==> src/rtl/fault_record_table_assert.svh <==
// Assertion macros used by the fault record table top module
`ifndef FAULT_RECORD_TABLE_ASSERT_SVH
`define FAULT_RECORD_TABLE_ASSERT_SVH

// Check that a condition implies a consequence in the same cycle
`define FRT_ASSERT_IMPL(label, clk, rst_n, ante, cons) \
    label: assert property (@(posedge clk) disable iff (!rst_n) (ante) |-> (cons)) \
        else $error("assertion failed");

// Check that a condition implies a consequence in the next cycle
`define FRT_ASSERT_NEXT(label, clk, rst_n, ante, cons) \
    label: assert property (@(posedge clk) disable iff (!rst_n) (ante) |=> (cons)) \
        else $error("assertion failed");

`endif

==> src/rtl/frt_pkg.sv <==
package frt_pkg;

    localparam int DEFAULT_DEPTH = 16;
    localparam logic [31:0] WINDOW_RESET = 32'd300000;

    typedef enum logic [1:0] {
        FUNC_REPORT = 2'd0,
        FUNC_SET_REC = 2'd1,
        FUNC_CLEAR = 2'd2,
        FUNC_QUERY = 2'd3
    } func_t;

    typedef enum logic [1:0] {
        ST_DONE = 2'd0,
        ST_INSERTED = 2'd1,
        ST_DROPPED = 2'd2,
        ST_NOT_FOUND = 2'd3
    } status_t;

    localparam logic [2:0] SEV_WARNING = 3'd1;
    localparam logic [2:0] SEV_ERROR = 3'd2;
    localparam logic [2:0] SEV_CRITICAL = 3'd3;
    localparam logic [2:0] SEV_FATAL = 3'd4;

    // Record held by one cell
    typedef struct packed {
        logic valid;
        logic [2:0] category;
        logic [31:0] code;
        logic [2:0] severity;
        logic [31:0] last_time;
        logic [15:0] count;
        logic recovered;
    } rec_t;

    // Command broadcast to every cell when the scan is over
    typedef struct packed {
        logic wr;
        logic insert;
        logic upd_report;
        logic upd_flag;
        logic flag_value;
        logic clear;
        logic [2:0] category;
        logic [31:0] code;
        logic [2:0] severity;
        logic [31:0] now;
    } cmd_t;

    // Score penalty for one record
    function automatic logic [6:0] penalty(input logic [2:0] sev);
        logic [6:0] p;
        begin
            p = 7'd0;
            if (sev == SEV_WARNING) p = 7'd5;
            else if (sev == SEV_ERROR) p = 7'd10;
            else if (sev == SEV_CRITICAL) p = 7'd20;
            else if (sev == SEV_FATAL) p = 7'd100;
            return p;
        end
    endfunction

    function automatic logic [6:0] sat_sub(input logic [6:0] s, input logic [6:0] d);
        return (s > d) ? s - d : 7'd0;
    endfunction

endpackage

==> src/rtl/fault_record_table.sv <==
// Fault record table.
// Input channel s_axis_*: one word is one request (report, set recovered flag,
// clear category, health query). Output channel m_axis_*: one result word per
// request. cfg_we/cfg_wdata write the recent window (ms); the user must write
// it only while idle, which the block does not enforce. The records sit in a
// ring of TABLE_DEPTH cells that rotates one place per cycle during the scan.
// A request is taken, then the ring turns TABLE_DEPTH times while the head
// cell is inspected (key match, free slot, oldest recovered entry, entry
// counts, score sum); after a full turn every cell is back in place and the
// apply state writes the update to the selected cell (a clear goes to every
// cell of its category). The result is loaded into m_axis on that same edge
// if the output register is free. A new request is taken only in idle, once
// the previous one has been applied. A result held by a stalled receiver is
// kept in the output register; a new request is still accepted and scanned,
// and its result waits until the old one is taken. Reset empties the table
// (valid bits cleared), sets the window to 300000, drops any pending result.
module fault_record_table #(
    parameter int TABLE_DEPTH = frt_pkg::DEFAULT_DEPTH
) (
    input  logic        clk,
    input  logic        rst_n,
    input  logic        s_axis_tvalid,
    output logic        s_axis_tready,
    // func[1:0], category[4:2], severity[7:5], error_code[39:8], now_ms[71:40],
    // recovered_value[72], errors_active[73], in_recovery[74], zero pad
    input  logic [79:0] s_axis_tdata,
    output logic        m_axis_tvalid,
    input  logic        m_axis_tready,
    // status[1:0], occurrence_count[17:2], health_score[24:18], evicted[25],
    // entries_used[30:26], zero pad
    output logic [31:0] m_axis_tdata,
    input  logic        cfg_we,
    input  logic [31:0] cfg_wdata
);
    import frt_pkg::*;
    `include "fault_record_table_assert.svh"

    localparam int IW = $clog2(TABLE_DEPTH);
    localparam int CW = $clog2(TABLE_DEPTH + 1);

    typedef enum logic [3:0] {
        S_IDLE = 4'b0001,
        S_SCAN = 4'b0010,
        S_APPLY = 4'b0100,
        S_WAIT = 4'b1000
    } state_t;

    state_t state_reg, state_next;
    logic [31:0] window_reg;
    logic [74:0] req_reg;
    logic [IW-1:0] cnt_reg;
    logic hit_reg, free_reg, rec_found_reg;
    logic [IW-1:0] hit_idx_reg, free_idx_reg, old_idx_reg;
    logic [31:0] old_time_reg;
    logic [15:0] hit_count_reg;
    logic [6:0] score_reg;
    logic [CW-1:0] used_reg;
    logic [CW-1:0] cat_cnt_reg;
    logic [31:0] out_reg;
    logic out_valid_reg;
    logic [31:0] res_reg;

    rec_t recs [TABLE_DEPTH];
    logic [TABLE_DEPTH-1:0] sel;
    cmd_t cmd;
    logic shift;
    logic [IW-1:0] tgt_idx;

    logic [1:0] r_func;
    logic [2:0] r_cat, r_sev;
    logic [31:0] r_code, r_now;
    logic r_rv, r_ea, r_ir;
    assign r_func = req_reg[1:0];
    assign r_cat = req_reg[4:2];
    assign r_sev = req_reg[7:5];
    assign r_code = req_reg[39:8];
    assign r_now = req_reg[71:40];
    assign r_rv = req_reg[72];
    assign r_ea = req_reg[73];
    assign r_ir = req_reg[74];

    assign shift = (state_reg == S_SCAN);

    // Ring of cells: head is cell 0, data moves from cell i+1 to cell i
    for (genvar g = 0; g < TABLE_DEPTH; g++)
    begin : g_cell
        frt_cell u_cell (
            .clk(clk), .rst_n(rst_n), .shift(shift),
            .prev_rec(recs[(g + 1) % TABLE_DEPTH]),
            .sel(sel[g]), .cmd(cmd), .rec(recs[g])
        );
        assign sel[g] = (tgt_idx == IW'(g));
    end

    // Decide the action at the end of the scan
    logic do_insert, do_evict, drop;
    always_comb
    begin
        do_insert = 1'b0;
        do_evict = 1'b0;
        drop = 1'b0;
        tgt_idx = hit_idx_reg;
        if (r_func == FUNC_REPORT && !hit_reg)
        begin
            if (free_reg)
            begin
                do_insert = 1'b1;
                tgt_idx = free_idx_reg;
            end
            else if (rec_found_reg)
            begin
                do_insert = 1'b1;
                do_evict = 1'b1;
                tgt_idx = old_idx_reg;
            end
            else
                drop = 1'b1;
        end
        cmd.wr = (state_reg == S_APPLY);
        cmd.insert = do_insert;
        cmd.upd_report = (r_func == FUNC_REPORT) && hit_reg;
        cmd.upd_flag = (r_func == FUNC_SET_REC) && hit_reg;
        cmd.flag_value = r_rv;
        cmd.clear = (r_func == FUNC_CLEAR);
        cmd.category = r_cat;
        cmd.code = r_code;
        cmd.severity = r_sev;
        cmd.now = r_now;
    end

    // Build the result word
    logic [1:0] res_status;
    logic [15:0] res_count;
    logic [6:0] res_score;
    logic [CW-1:0] res_used;
    always_comb
    begin
        res_status = ST_DONE;
        res_count = 16'd0;
        res_score = 7'd0;
        res_used = used_reg;
        unique case (r_func)
            FUNC_REPORT:
            begin
                if (hit_reg)
                    res_count = (hit_count_reg == 16'hFFFF) ? hit_count_reg
                                                             : hit_count_reg + 16'd1;
                else if (drop)
                    res_status = ST_DROPPED;
                else
                begin
                    res_status = ST_INSERTED;
                    res_count = 16'd1;
                    if (!do_evict)
                        res_used = used_reg + CW'(1);
                end
            end
            FUNC_SET_REC:
            begin
                if (hit_reg)
                    res_count = hit_count_reg;
                else
                    res_status = ST_NOT_FOUND;
            end
            FUNC_CLEAR:
                res_used = used_reg - cat_cnt_reg;
            FUNC_QUERY:
                res_score = sat_sub(sat_sub(score_reg, r_ea ? 7'd10 : 7'd0),
                                    r_ir ? 7'd15 : 7'd0);
            default: ;
        endcase
    end

    // Head cell inspection
    rec_t head;
    logic head_match, head_live;
    logic [31:0] age;
    assign head = recs[0];
    assign head_match = head.valid && head.category == r_cat && head.code == r_code;
    assign age = r_now - head.last_time;
    assign head_live = head.valid && !head.recovered && (age < window_reg);

    assign s_axis_tready = (state_reg == S_IDLE);
    assign m_axis_tvalid = out_valid_reg;
    assign m_axis_tdata = out_reg;

    always_comb
    begin
        state_next = state_reg;
        unique case (state_reg)
            S_IDLE: if (s_axis_tvalid) state_next = S_SCAN;
            S_SCAN: if (cnt_reg == IW'(TABLE_DEPTH - 1)) state_next = S_APPLY;
            S_APPLY:
                if (!out_valid_reg || m_axis_tready) state_next = S_IDLE;
                else state_next = S_WAIT;
            S_WAIT: if (m_axis_tready) state_next = S_IDLE;
            default: state_next = S_IDLE;
        endcase
    end

    // Control registers, window and scan counter
    always_ff @(posedge clk or negedge rst_n)
    begin
        if (!rst_n)
        begin
            state_reg <= S_IDLE;
            window_reg <= WINDOW_RESET;
            out_valid_reg <= 1'b0;
            cnt_reg <= '0;
        end
        else
        begin
            state_reg <= state_next;
            if (cfg_we)
                window_reg <= cfg_wdata;
            if (state_reg == S_SCAN)
                cnt_reg <= cnt_reg + IW'(1);
            else
                cnt_reg <= '0;
            // load a new word, or drop the one just taken
            if (state_reg == S_APPLY && (!out_valid_reg || m_axis_tready))
                out_valid_reg <= 1'b1;
            else if (state_reg == S_WAIT && m_axis_tready)
                out_valid_reg <= 1'b1;
            else if (m_axis_tready)
                out_valid_reg <= 1'b0;
        end
    end

    // Payload and scan registers
    always_ff @(posedge clk)
    begin
        if (state_reg == S_IDLE && s_axis_tvalid)
        begin
            req_reg <= s_axis_tdata[74:0];
            hit_reg <= 1'b0;
            free_reg <= 1'b0;
            rec_found_reg <= 1'b0;
            score_reg <= 7'd100;
            used_reg <= '0;
            cat_cnt_reg <= '0;
        end
        if (state_reg == S_SCAN)
        begin
            if (head_match && !hit_reg)
            begin
                hit_reg <= 1'b1;
                hit_idx_reg <= cnt_reg;
                hit_count_reg <= head.count;
            end
            if (!head.valid && !free_reg)
            begin
                free_reg <= 1'b1;
                free_idx_reg <= cnt_reg;
            end
            if (head.valid && head.recovered &&
                (!rec_found_reg || head.last_time < old_time_reg))
            begin
                rec_found_reg <= 1'b1;
                old_idx_reg <= cnt_reg;
                old_time_reg <= head.last_time;
            end
            if (head.valid)
                used_reg <= used_reg + CW'(1);
            if (head.valid && head.category == r_cat)
                cat_cnt_reg <= cat_cnt_reg + CW'(1);
            if (head_live)
                score_reg <= sat_sub(score_reg, penalty(head.severity));
        end
        if (state_reg == S_APPLY)
            res_reg <= {1'b0, 5'(res_used), do_evict, res_score, res_count, res_status};
        if (state_reg == S_APPLY && (!out_valid_reg || m_axis_tready))
            out_reg <= {1'b0, 5'(res_used), do_evict, res_score, res_count, res_status};
        else if (state_reg == S_WAIT && m_axis_tready)
            out_reg <= res_reg;
    end

    `FRT_ASSERT_IMPL(a_ready_idle, clk, rst_n, s_axis_tready, !shift)
    `FRT_ASSERT_NEXT(a_scan_start, clk, rst_n, s_axis_tvalid && s_axis_tready,
                     state_reg == S_SCAN)
    `FRT_ASSERT_IMPL(a_score_range, clk, rst_n, m_axis_tvalid,
                     m_axis_tdata[24:18] <= 7'd100)
endmodule

==> src/rtl/frt_cell.sv <==
module frt_cell (
    input  logic          clk,
    input  logic          rst_n,
    input  logic          shift,
    input  frt_pkg::rec_t prev_rec,
    input  logic          sel,
    input  frt_pkg::cmd_t cmd,
    output frt_pkg::rec_t rec
);
    import frt_pkg::*;

    rec_t rec_reg;
    rec_t rec_next;
    logic valid_reg;
    logic valid_next;

    // Rotate in scan; update the chosen cell or clear a category
    always_comb
    begin
        rec_next = rec_reg;
        valid_next = valid_reg;
        if (shift)
        begin
            rec_next = prev_rec;
            valid_next = prev_rec.valid;
        end
        else if (cmd.wr)
        begin
            if (cmd.clear)
            begin
                if (valid_reg && rec_reg.category == cmd.category)
                    valid_next = 1'b0;
            end
            else if (sel)
            begin
                if (cmd.insert)
                begin
                    valid_next = 1'b1;
                    rec_next.category = cmd.category;
                    rec_next.code = cmd.code;
                    rec_next.severity = cmd.severity;
                    rec_next.last_time = cmd.now;
                    rec_next.count = 16'd1;
                    rec_next.recovered = 1'b0;
                end
                else if (cmd.upd_report)
                begin
                    rec_next.last_time = cmd.now;
                    if (rec_reg.count != 16'hFFFF)
                        rec_next.count = rec_reg.count + 16'd1;
                    rec_next.recovered = 1'b0;
                end
                else if (cmd.upd_flag)
                    rec_next.recovered = cmd.flag_value;
            end
        end
        rec_next.valid = valid_next;
    end

    // Hold the record
    always_ff @(posedge clk)
    begin
        rec_reg <= rec_next;
    end

    always_ff @(posedge clk or negedge rst_n)
    begin
        if (!rst_n)
            valid_reg <= 1'b0;
        else
            valid_reg <= valid_next;
    end

    always_comb
    begin
        rec = rec_reg;
        rec.valid = valid_reg;
    end
endmodule

==> config.mk <==
export PLATFORM = sky130hd
export DESIGN_NAME = fault_record_table
export DESIGN_NICKNAME = d
export VERILOG_FILES = /design/src/rtl/frt_pkg.sv /design/src/rtl/fault_record_table.sv /design/src/rtl/frt_cell.sv
export VERILOG_INCLUDE_DIRS = /design/src /design/src/rtl
export SDC_FILE = /design/constraint.sdc
export NUM_CORES = 2
export LEC_CHECK = 0
export ABC_AREA = 1
export BUFFER_PORTS_ARGS = -buffer_cell sky130_fd_sc_hd__buf_2
export CAP_MARGIN = 20
export CORE_ASPECT_RATIO = 2
export CORE_UTILIZATION = 25
export DETAILED_ROUTE_END_ITERATION = 16
export PLACE_DENSITY = 0.51
export REMOVE_ABC_BUFFERS = 1
export SYNTH_ARGS = -nofsm -noshare
export SYNTH_HDL_FRONTEND = slang
export SYNTH_SLANG_ARGS = --single-unit
==> constraint.sdc <==
create_clock -name clk -period 4.9 [get_ports clk]
set_input_delay 0.245 -clock clk [delete_from_list [all_inputs] [get_ports clk]]
set_output_delay 0.245 -clock clk [all_outputs]
set_load 0.03 [all_outputs]
After elaboration in Yosys (flattened, before gate mapping)
Cells that the tools add are included.

$add $sub $neg: 25. Order comparisons: 5. Equal/unequal tests: 81. Muxes and demuxes: 261. Reduce and logical (&&, ||, !) cells: 178.

Operator list (number): 2-to-1 mux 87 bit (64); 2-to-1 mux 49 bit (16); 2-to-1 mux 48 bit (16); 2-to-1 mux 16 bit (19); adder 16 x 1 -> 16 bit (second input constant) (17); inequality test 16 bit (second input constant) (16); AND reduction 4 bit (64); nonzero test 3 bit (35); 2-to-1 mux 1 bit (104); 2-to-1 mux 7 bit (13); AND reduction 5 bit (16); < comparator 32 bit (2); 2-to-1 mux 31 bit (2); equality test 3 bit (16); inequality test 3 x 1 -> 1 bit (second input constant) (16); 2-to-1 mux 5 bit (9); equality test 4 bit (second input constant) (10); 2-to-1 mux 4 bit (10); 2-to-1 mux 38 bit (1); nonzero test 2 bit (19); equality test 32 bit (1); case mux 16 bit (2 select lines) (1); subtractor 32 bit (1); logical AND 1 bit (29); 29 further kinds (53).

Register bits after elaboration: 1666. Bits of input ports: 117. Output and inout port bits: 34. Logic and storage cells: 680.

Logic depth before layout (Yosys ltp)
Word-level depth: 11. Gate-level depth with buffers: 25. Depth with buffers taken out: 25.

Modules after synthesis
Synthesis repeated with hierarchy kept, for this count alone.

Cells, all modules: 9076. Area, all modules: 82366.5 um2.

By module, submodules not included: frt_cell (g_cell[0].u_cell ...) (times used 6, cells each 462, area each 4192.8 um2); frt_cell (g_cell[4].u_cell ...) (times used 5, cells each 462, area each 4217.8 um2); frt_cell (g_cell[15].u_cell ...) (times used 4, cells each 463, area each 4207.8 um2); fault_record_table (times used 1, cells each 1659, area each 14980.6 um2); frt_cell (g_cell[1].u_cell) (times used 1, cells each 483, area each 4309.1 um2).

Worst setup path after synthesis
Ideal clock, no wire load.

Path type: register to register. From: register state_reg[0]. To: register cat_cnt_reg[1]. Library setup time: 0.126 ns. Arrival: 5.642 ns. Slack: -0.869 ns. Stages on the path, launching flop included: 9. Path buffers: 1. Period minus slack after synthesis: 5.769 ns. Cell sequence: dfstp_2 -> inv_1 -> nor4_2 -> inv_1 -> nor2_1 -> inv_1 -> buf_2 -> nand2_1 -> o22ai_1.

Cells in the longest elaborated chain, start to end: 5.

RTL lines: from (decl) (RTL line fault_record_table.sv:48) `state_t state_reg, state_next;`; from (signal assigned) (RTL line fault_record_table.sv:213) `state_reg <= state_next;`; equality test 4 x 1 -> 1 bit *; via s_axis_tready (RTL line fault_record_table.sv:23) `output logic s_axis_tready,`; logical AND 1 bit * (RTL line fault_record_table.sv:233) `if (state_reg == S_IDLE && s_axis_tvalid)`; 2-to-1 mux 5 bit * (RTL line fault_record_table.sv:233); 2-to-1 mux 5 bit (RTL line fault_record_table.sv:265) `if (head.valid && head.category == r_cat)`; 2-to-1 mux 5 bit * (RTL line fault_record_table.sv:243) `if (state_reg == S_SCAN)`; to (signal assigned) (RTL line fault_record_table.sv:266) `cat_cnt_reg <= cat_cnt_reg + CW'(1);`; to (decl) (RTL line fault_record_table.sv:58) `logic [CW-1:0] cat_cnt_reg;`.

Mark *: on every way through the listed nets, which the timed path passes. The rest lies on a longest branch. A chain may end at the register's enable or synchronous reset.

Worst setup path in the final report
From: register g_cell[0].u_cell.rec_reg (netlist bit g_cell[0].u_cell.rec[30]). To: register score_reg[3].

Cells in the longest elaborated chain, start to end: 5.

RTL lines: from (decl) (RTL line frt_cell.sv:12) `rec_t rec_reg;`; from (signal assigned) (RTL line frt_cell.sv:63) `rec_reg <= rec_next;`; subtractor 32 bit (RTL line fault_record_table.sv:180) `assign age = r_now - head.last_time;`; < comparator 32 bit (RTL line fault_record_table.sv:181) `assign head_live = head.valid && !head.recovered && (age < window_reg);`; logical AND 1 bit (RTL line fault_record_table.sv:181); 2-to-1 mux 7 bit (RTL line fault_record_table.sv:267) `if (head_live)`; 2-to-1 mux 7 bit (RTL line fault_record_table.sv:243); to (signal assigned) (RTL line fault_record_table.sv:268) `score_reg <= sat_sub(score_reg, penalty(head.severity));`; to (decl) (RTL line fault_record_table.sv:56) `logic [6:0] score_reg;`.

Every way passes these cells.

==> results <==
- The congestion estimate from routability-driven global placement came to 0.911.
- The I/O pin total is 151.
- The final setup skew is 0.107 ns.
- The instance area after placement is 81,800 sq um.
- The starting density of the core is 25.1%.
- The number of antenna violations at the first check in global routing is 11.
- The mean post-synth cell area is 10.1 sq um.
- The net count of the finished layout is 7,996.
- At the later pin of the worst-skew pair, clock insertion delay measures 0.88 ns.
- The final-report max-slew violation count is 0.
- Across the VDD grid, the largest voltage drop is 0.333 mV.
- Timing would allow up to 0.244 GHz.
- Among the stages of the critical path, the cell type that occurs most often is sky130_fd_sc_hd__nand2_1.
- At the placement stage, the worst setup path has a slack of 0.917 ns.
- The TritonCTS buffer count is 167.
- The number of flip-flops in the largest register is 1,392.
- In this run, the number of DRC markers left after iteration 0 of detailed routing was 3,993.
- From left edge to right edge, the die measures 392 um.
- Using the TritonRoute via totals, the vias-per-cell ratio works out to 4.50.
- The path category of the worst min-delay check is in -> reg.
- In the post-route analysis, the smallest setup slack over all paths is 0.795 ns.
- The final route contains 53,500 vias.
- The Yosys step of the flow raised 0 warnings.
- Cells with a size suffix above 1 make up 7.64% of the layout.
- The critical path's slowest cell is sky130_fd_sc_hd__o21ai_0.
- The maximum number of buffers from clock root to sink is 4.
- The capturing element of the worst setup path is score_reg[3].
- Power spread over the standard cell area amounts to 457 nW/um^2.
- The worst register-to-register path has a depth of 16.
- Yosys mapped the design onto 62 distinct sky130hd cell types.
- The share of synthesized area spent on multiplexers is 0.0148%.
- Clock-pin slew was measured on the worst setup and hold paths at 0.07 ns.
- In this run the standard cell core region covers 303,000 sq um.
- The launching point of the worst reg2reg path is g_cell[0].u_cell.rec[30].
- The type of the setup path with the least slack is reg -> reg.
- The number of cells produced by synthesis is 7,516.
- The kind of cell adding the most delay to the critical path is compound AO/OA/AOI/OAI gates.
- The sequential share of the synthesized area is 65.2%.
- The final setup violation count is 0.
- The clock net sink count is 1,666.
- The cell type contributing the most total cell area after synthesis is sky130_fd_sc_hd__edfxtp_1.
- The critical path crosses 16 cells after its start point.
- The simple-gate area share of the yosys netlist is 20.8%.
- Compared with the post-synthesis result, the final layout area differs by 16.0%.
- The static leakage is 0.0341 uW.
- The count of maximum capacitance violations is 0.
- The cell row count is 286.
- Counting flops with an async set or reset pin after synthesis yields a share of 3.42%.
- Setup repair after global routing left no endpoint under its margin.
- The area fraction in compound gates after synthesis is 5.43%.
- The first global-routing pass estimated 326,000 um of wire.
- Headroom to the max-slew limit came out at 18.3%.
- The number of port buffers is 144.
- For this run the aggregate overflow at the end of global routing stands at 0.
- The largest fanout of any net on the critical path is 5.
- The floorplan die height is 782 um.
- The number of buffer and inverter instances along the worst setup path is 2.
- The cell chosen for the clock root is sky130_fd_sc_hd__clkbuf_16.
- After detailed routing, the total wire length is 215,000 um.
- Of the total synthesized cell area, the portion taken by full adders, half adders and majority gates is 2.26%.
- The synthesized design contains 1,589 enable-type register cells.
- The measured slew at the worst slew-check pin is 1.23 ns.
- In the finished design, the share of the clock period the worst path needs comes to 83.8%.
- For this run, the leading register cell type out of synthesis is sky130_fd_sc_hd__edfxtp_1.
- The run finished with clean final reports.
- The register bit count reported by yosys is 1,666.
- The worst setup path is launched from a register.
- The number of remaining DRC errors is 0.
- Summing the areas of all xor and xnor instances in the mapped netlist gives 1.46% of the synthesized area.
- Once detail routing completed, the nets flagged for antenna violations numbered 0.
- In this run, post-CTS repair resized a total of 0 instances.
- The combinational family with the most area after synthesis is simple AND/OR/NAND/NOR gates.
- The share of synthesized area in the top cell type comes to 62.7%.
- The wire length per cell is 18.0 um.
- Global routing used 13.7% of the available tracks across all layers.
- The number of hold violations in the final report is 0.
- The maximum cell stage delay along the critical path is 0.60 ns.
- Walking the worst path, the cells encountered are inv_1 -> ha_1 -> nand2_1 -> o21ai_0 -> inv_1 -> nand2_1 -> nand2_1 -> nand3b_1 -> nand2_1 -> ha_1 -> a211oi_1 -> nand3_1 -> a21oi_1 -> nand2_1 -> nand2_1 -> nand2_1.
- The reg-to-reg endpoint is score_reg[3].
- The mapped netlist covers 76,100 sq um.
- Once detailed placement completed, the half-perimeter wirelength came to 147,000 um.
- The final-layout setup total negative slack is 0 ns.
- The minimum setup slack among reg-to-reg paths is 0.80 ns.
- The most critical setup path has its startpoint at g_cell[0].u_cell.rec[30].
- The H-tree depth reported by CTS is 4.
- The pre-antenna-repair detailed-routing pass consisted of 12 iterations.
- The number of global-route vias before repair is 54,400.
- The finished cells cover 88,200 sq um.
- Yosys attributes the largest share of cell area to sky130_fd_sc_hd__edfxtp_1 63%, sky130_fd_sc_hd__nand2_1 15%, sky130_fd_sc_hd__inv_1 2.9%.
- The kind of end point of the critical path is a register.
- The final period demand of the worst path is 4.10 ns.
- The TritonCTS clock tree is built.
- At the worst endpoint, the required time is 5.58 ns.
- The maximum number of pins on one net before global-route repair is 245.
- The die covers 307,000 sq um.
- At the worst endpoint, the arrival time is 4.78 ns.
==> kinds of logic after synthesis <==
group                    after synthesis
AND/OR/NAND/NOR                     3938
flip-flops                          1666
buffers and inverters                905
AO/OA/AOI/OAI                        743
adder cells (fa/ha/maj)              135
XOR/XNOR                             127
other                                  1
multiplexers                           1
==> power by group <==
group	switching (uW)	internal, uW
registers	418	17600
clock network	5710	7350
logic	6690	2570
total	12800	27500
==> routing by layer <==
metal,track usage (%),share of wire (%),vias up
li1,-,-,25700
met1,15.2,38,26100
met2,25.8,54,1318
met3,1.48,3.6,393
met4,6.04,4.4,4
met5,0,0.014,-
==> layout by cell type, fill, tap and decap left out, types with 7 or more instances in the layout <==
master,synthesis,layout
sky130_fd_sc_hd__nor2_4,7,22
sky130_fd_sc_hd__dfrtp_1,48,48
sky130_fd_sc_hd__a21oi_1,144,144
sky130_fd_sc_hd__dfxtp_1,20,20
sky130_fd_sc_hd__nor3_1,104,104
sky130_fd_sc_hd__clkbuf_8,0,7
sky130_fd_sc_hd__dlygate4sd3_1,0,110
sky130_fd_sc_hd__a31oi_1,10,10
sky130_fd_sc_hd__o21ai_0,385,385
sky130_fd_sc_hd__xnor2_1,32,32
sky130_fd_sc_hd__inv_2,8,22
sky130_fd_sc_hd__clkinv_2,0,24
sky130_fd_sc_hd__dfstp_2,9,9
sky130_fd_sc_hd__clkinv_1,2,24
sky130_fd_sc_hd__xor2_1,95,95
sky130_fd_sc_hd__o31ai_1,8,8
sky130_fd_sc_hd__buf_12,0,33
sky130_fd_sc_hd__bufinv_16,0,16
sky130_fd_sc_hd__inv_1,589,572
sky130_fd_sc_hd__clkbuf_1,82,31
sky130_fd_sc_hd__edfxtp_1,1589,1589
sky130_fd_sc_hd__nand3_1,274,273
sky130_fd_sc_hd__nor2_1,309,293
sky130_fd_sc_hd__buf_2,204,144
sky130_fd_sc_hd__nor2_2,13,14
sky130_fd_sc_hd__o211ai_1,18,18
sky130_fd_sc_hd__ha_1,131,131
sky130_fd_sc_hd__nand4_1,81,81
sky130_fd_sc_hd__clkbuf_16,0,170
sky130_fd_sc_hd__o22ai_1,118,118
sky130_fd_sc_hd__nor3_2,9,9
sky130_fd_sc_hd__nor4_1,43,43
sky130_fd_sc_hd__nand2_1,3065,3064
sky130_fd_sc_hd__or2_2,15,15
sky130_fd_sc_hd__o21bai_1,9,9
sky130_fd_sc_hd__buf_4,8,77
==> repair_timing <==
action                                  in CTS  in global routing
hold endpoints to repair                   159                  0
hold buffers                               110                  0
buffers inserted                             0                  0
endpoints found under the setup margin       0                  0
==> cell type report <==
type / count / area [sq um]
antenna: 2 / 5.00
clock buffer: 208 / 4470
clock inverter: 83 / 908
fill: 31600 / 215000
inverter: 600 / 2260
multi-input combinational: 4945 / 22900
sequential: 1666 / 49600
tap: 4032 / 5040
timing repair buffer: 364 / 3060
==> Yosys cell counts, types with 3 or more instances <==
cell	number
sky130_fd_sc_hd__nor4_1	43
sky130_fd_sc_hd__a21o_1	6
sky130_fd_sc_hd__nor2_4	7
sky130_fd_sc_hd__xor2_1	95
sky130_fd_sc_hd__dfstp_2	9
sky130_fd_sc_hd__nor3b_1	3
sky130_fd_sc_hd__nand3_1	274
sky130_fd_sc_hd__ha_1	131
sky130_fd_sc_hd__o21a_1	5
sky130_fd_sc_hd__o22ai_1	118
sky130_fd_sc_hd__xnor2_1	32
sky130_fd_sc_hd__o21ai_0	385
sky130_fd_sc_hd__a22o_1	6
sky130_fd_sc_hd__o21ai_1	5
sky130_fd_sc_hd__a21oi_1	144
sky130_fd_sc_hd__or2_2	15
sky130_fd_sc_hd__nor3_2	9
sky130_fd_sc_hd__a31oi_1	10
sky130_fd_sc_hd__fa_1	4
sky130_fd_sc_hd__o31ai_1	8
sky130_fd_sc_hd__o211ai_1	18
sky130_fd_sc_hd__clkbuf_1	82
sky130_fd_sc_hd__dfrtp_1	48
sky130_fd_sc_hd__nand2_1	3065
sky130_fd_sc_hd__buf_2	204
sky130_fd_sc_hd__edfxtp_1	1589
sky130_fd_sc_hd__a22oi_1	6
sky130_fd_sc_hd__nor2_2	13
sky130_fd_sc_hd__inv_2	8
sky130_fd_sc_hd__buf_4	8
sky130_fd_sc_hd__o41ai_1	5
sky130_fd_sc_hd__nand3_2	3
sky130_fd_sc_hd__dfxtp_1	20
sky130_fd_sc_hd__nand2_2	4
sky130_fd_sc_hd__o32ai_1	4
sky130_fd_sc_hd__buf_1	9
sky130_fd_sc_hd__nor3_1	104
sky130_fd_sc_hd__o21bai_1	9
sky130_fd_sc_hd__inv_1	589
sky130_fd_sc_hd__nand4_1	81
sky130_fd_sc_hd__nor2_1	309
==> through the flow <==
step                      std cells  hold WS [ns]  util, %  total power, uW
after floorplan                7211       -0.0506        -            24800
after global routing          11900        0.0562     29.1            42500
final                         11900        0.0921     29.1            40400
after CTS                     11900        0.0232     29.1            40900
after detailed placement      11500         0.423     27.0            27600
after global placement        11500         0.426     27.0            27400
==> how the worst min path moves through the flow <==
stage | from | to | slack (ns) | depth (start not counted)
floorplan | rst_n | cnt_reg[0] | -0.05 | 0
global placement | s_axis_tdata[10] | req_reg[10] | 0.43 | 1
detailed placement | s_axis_tdata[61] | req_reg[61] | 0.42 | 1
CTS | s_axis_tdata[9] | req_reg[9] | 0.02 | 2
global route | s_axis_tdata[25] | req_reg[25] | 0.06 | 2
finish | s_axis_tdata[10] | req_reg[10] | 0.09 | 2
(Power assumes the default switching activity.)
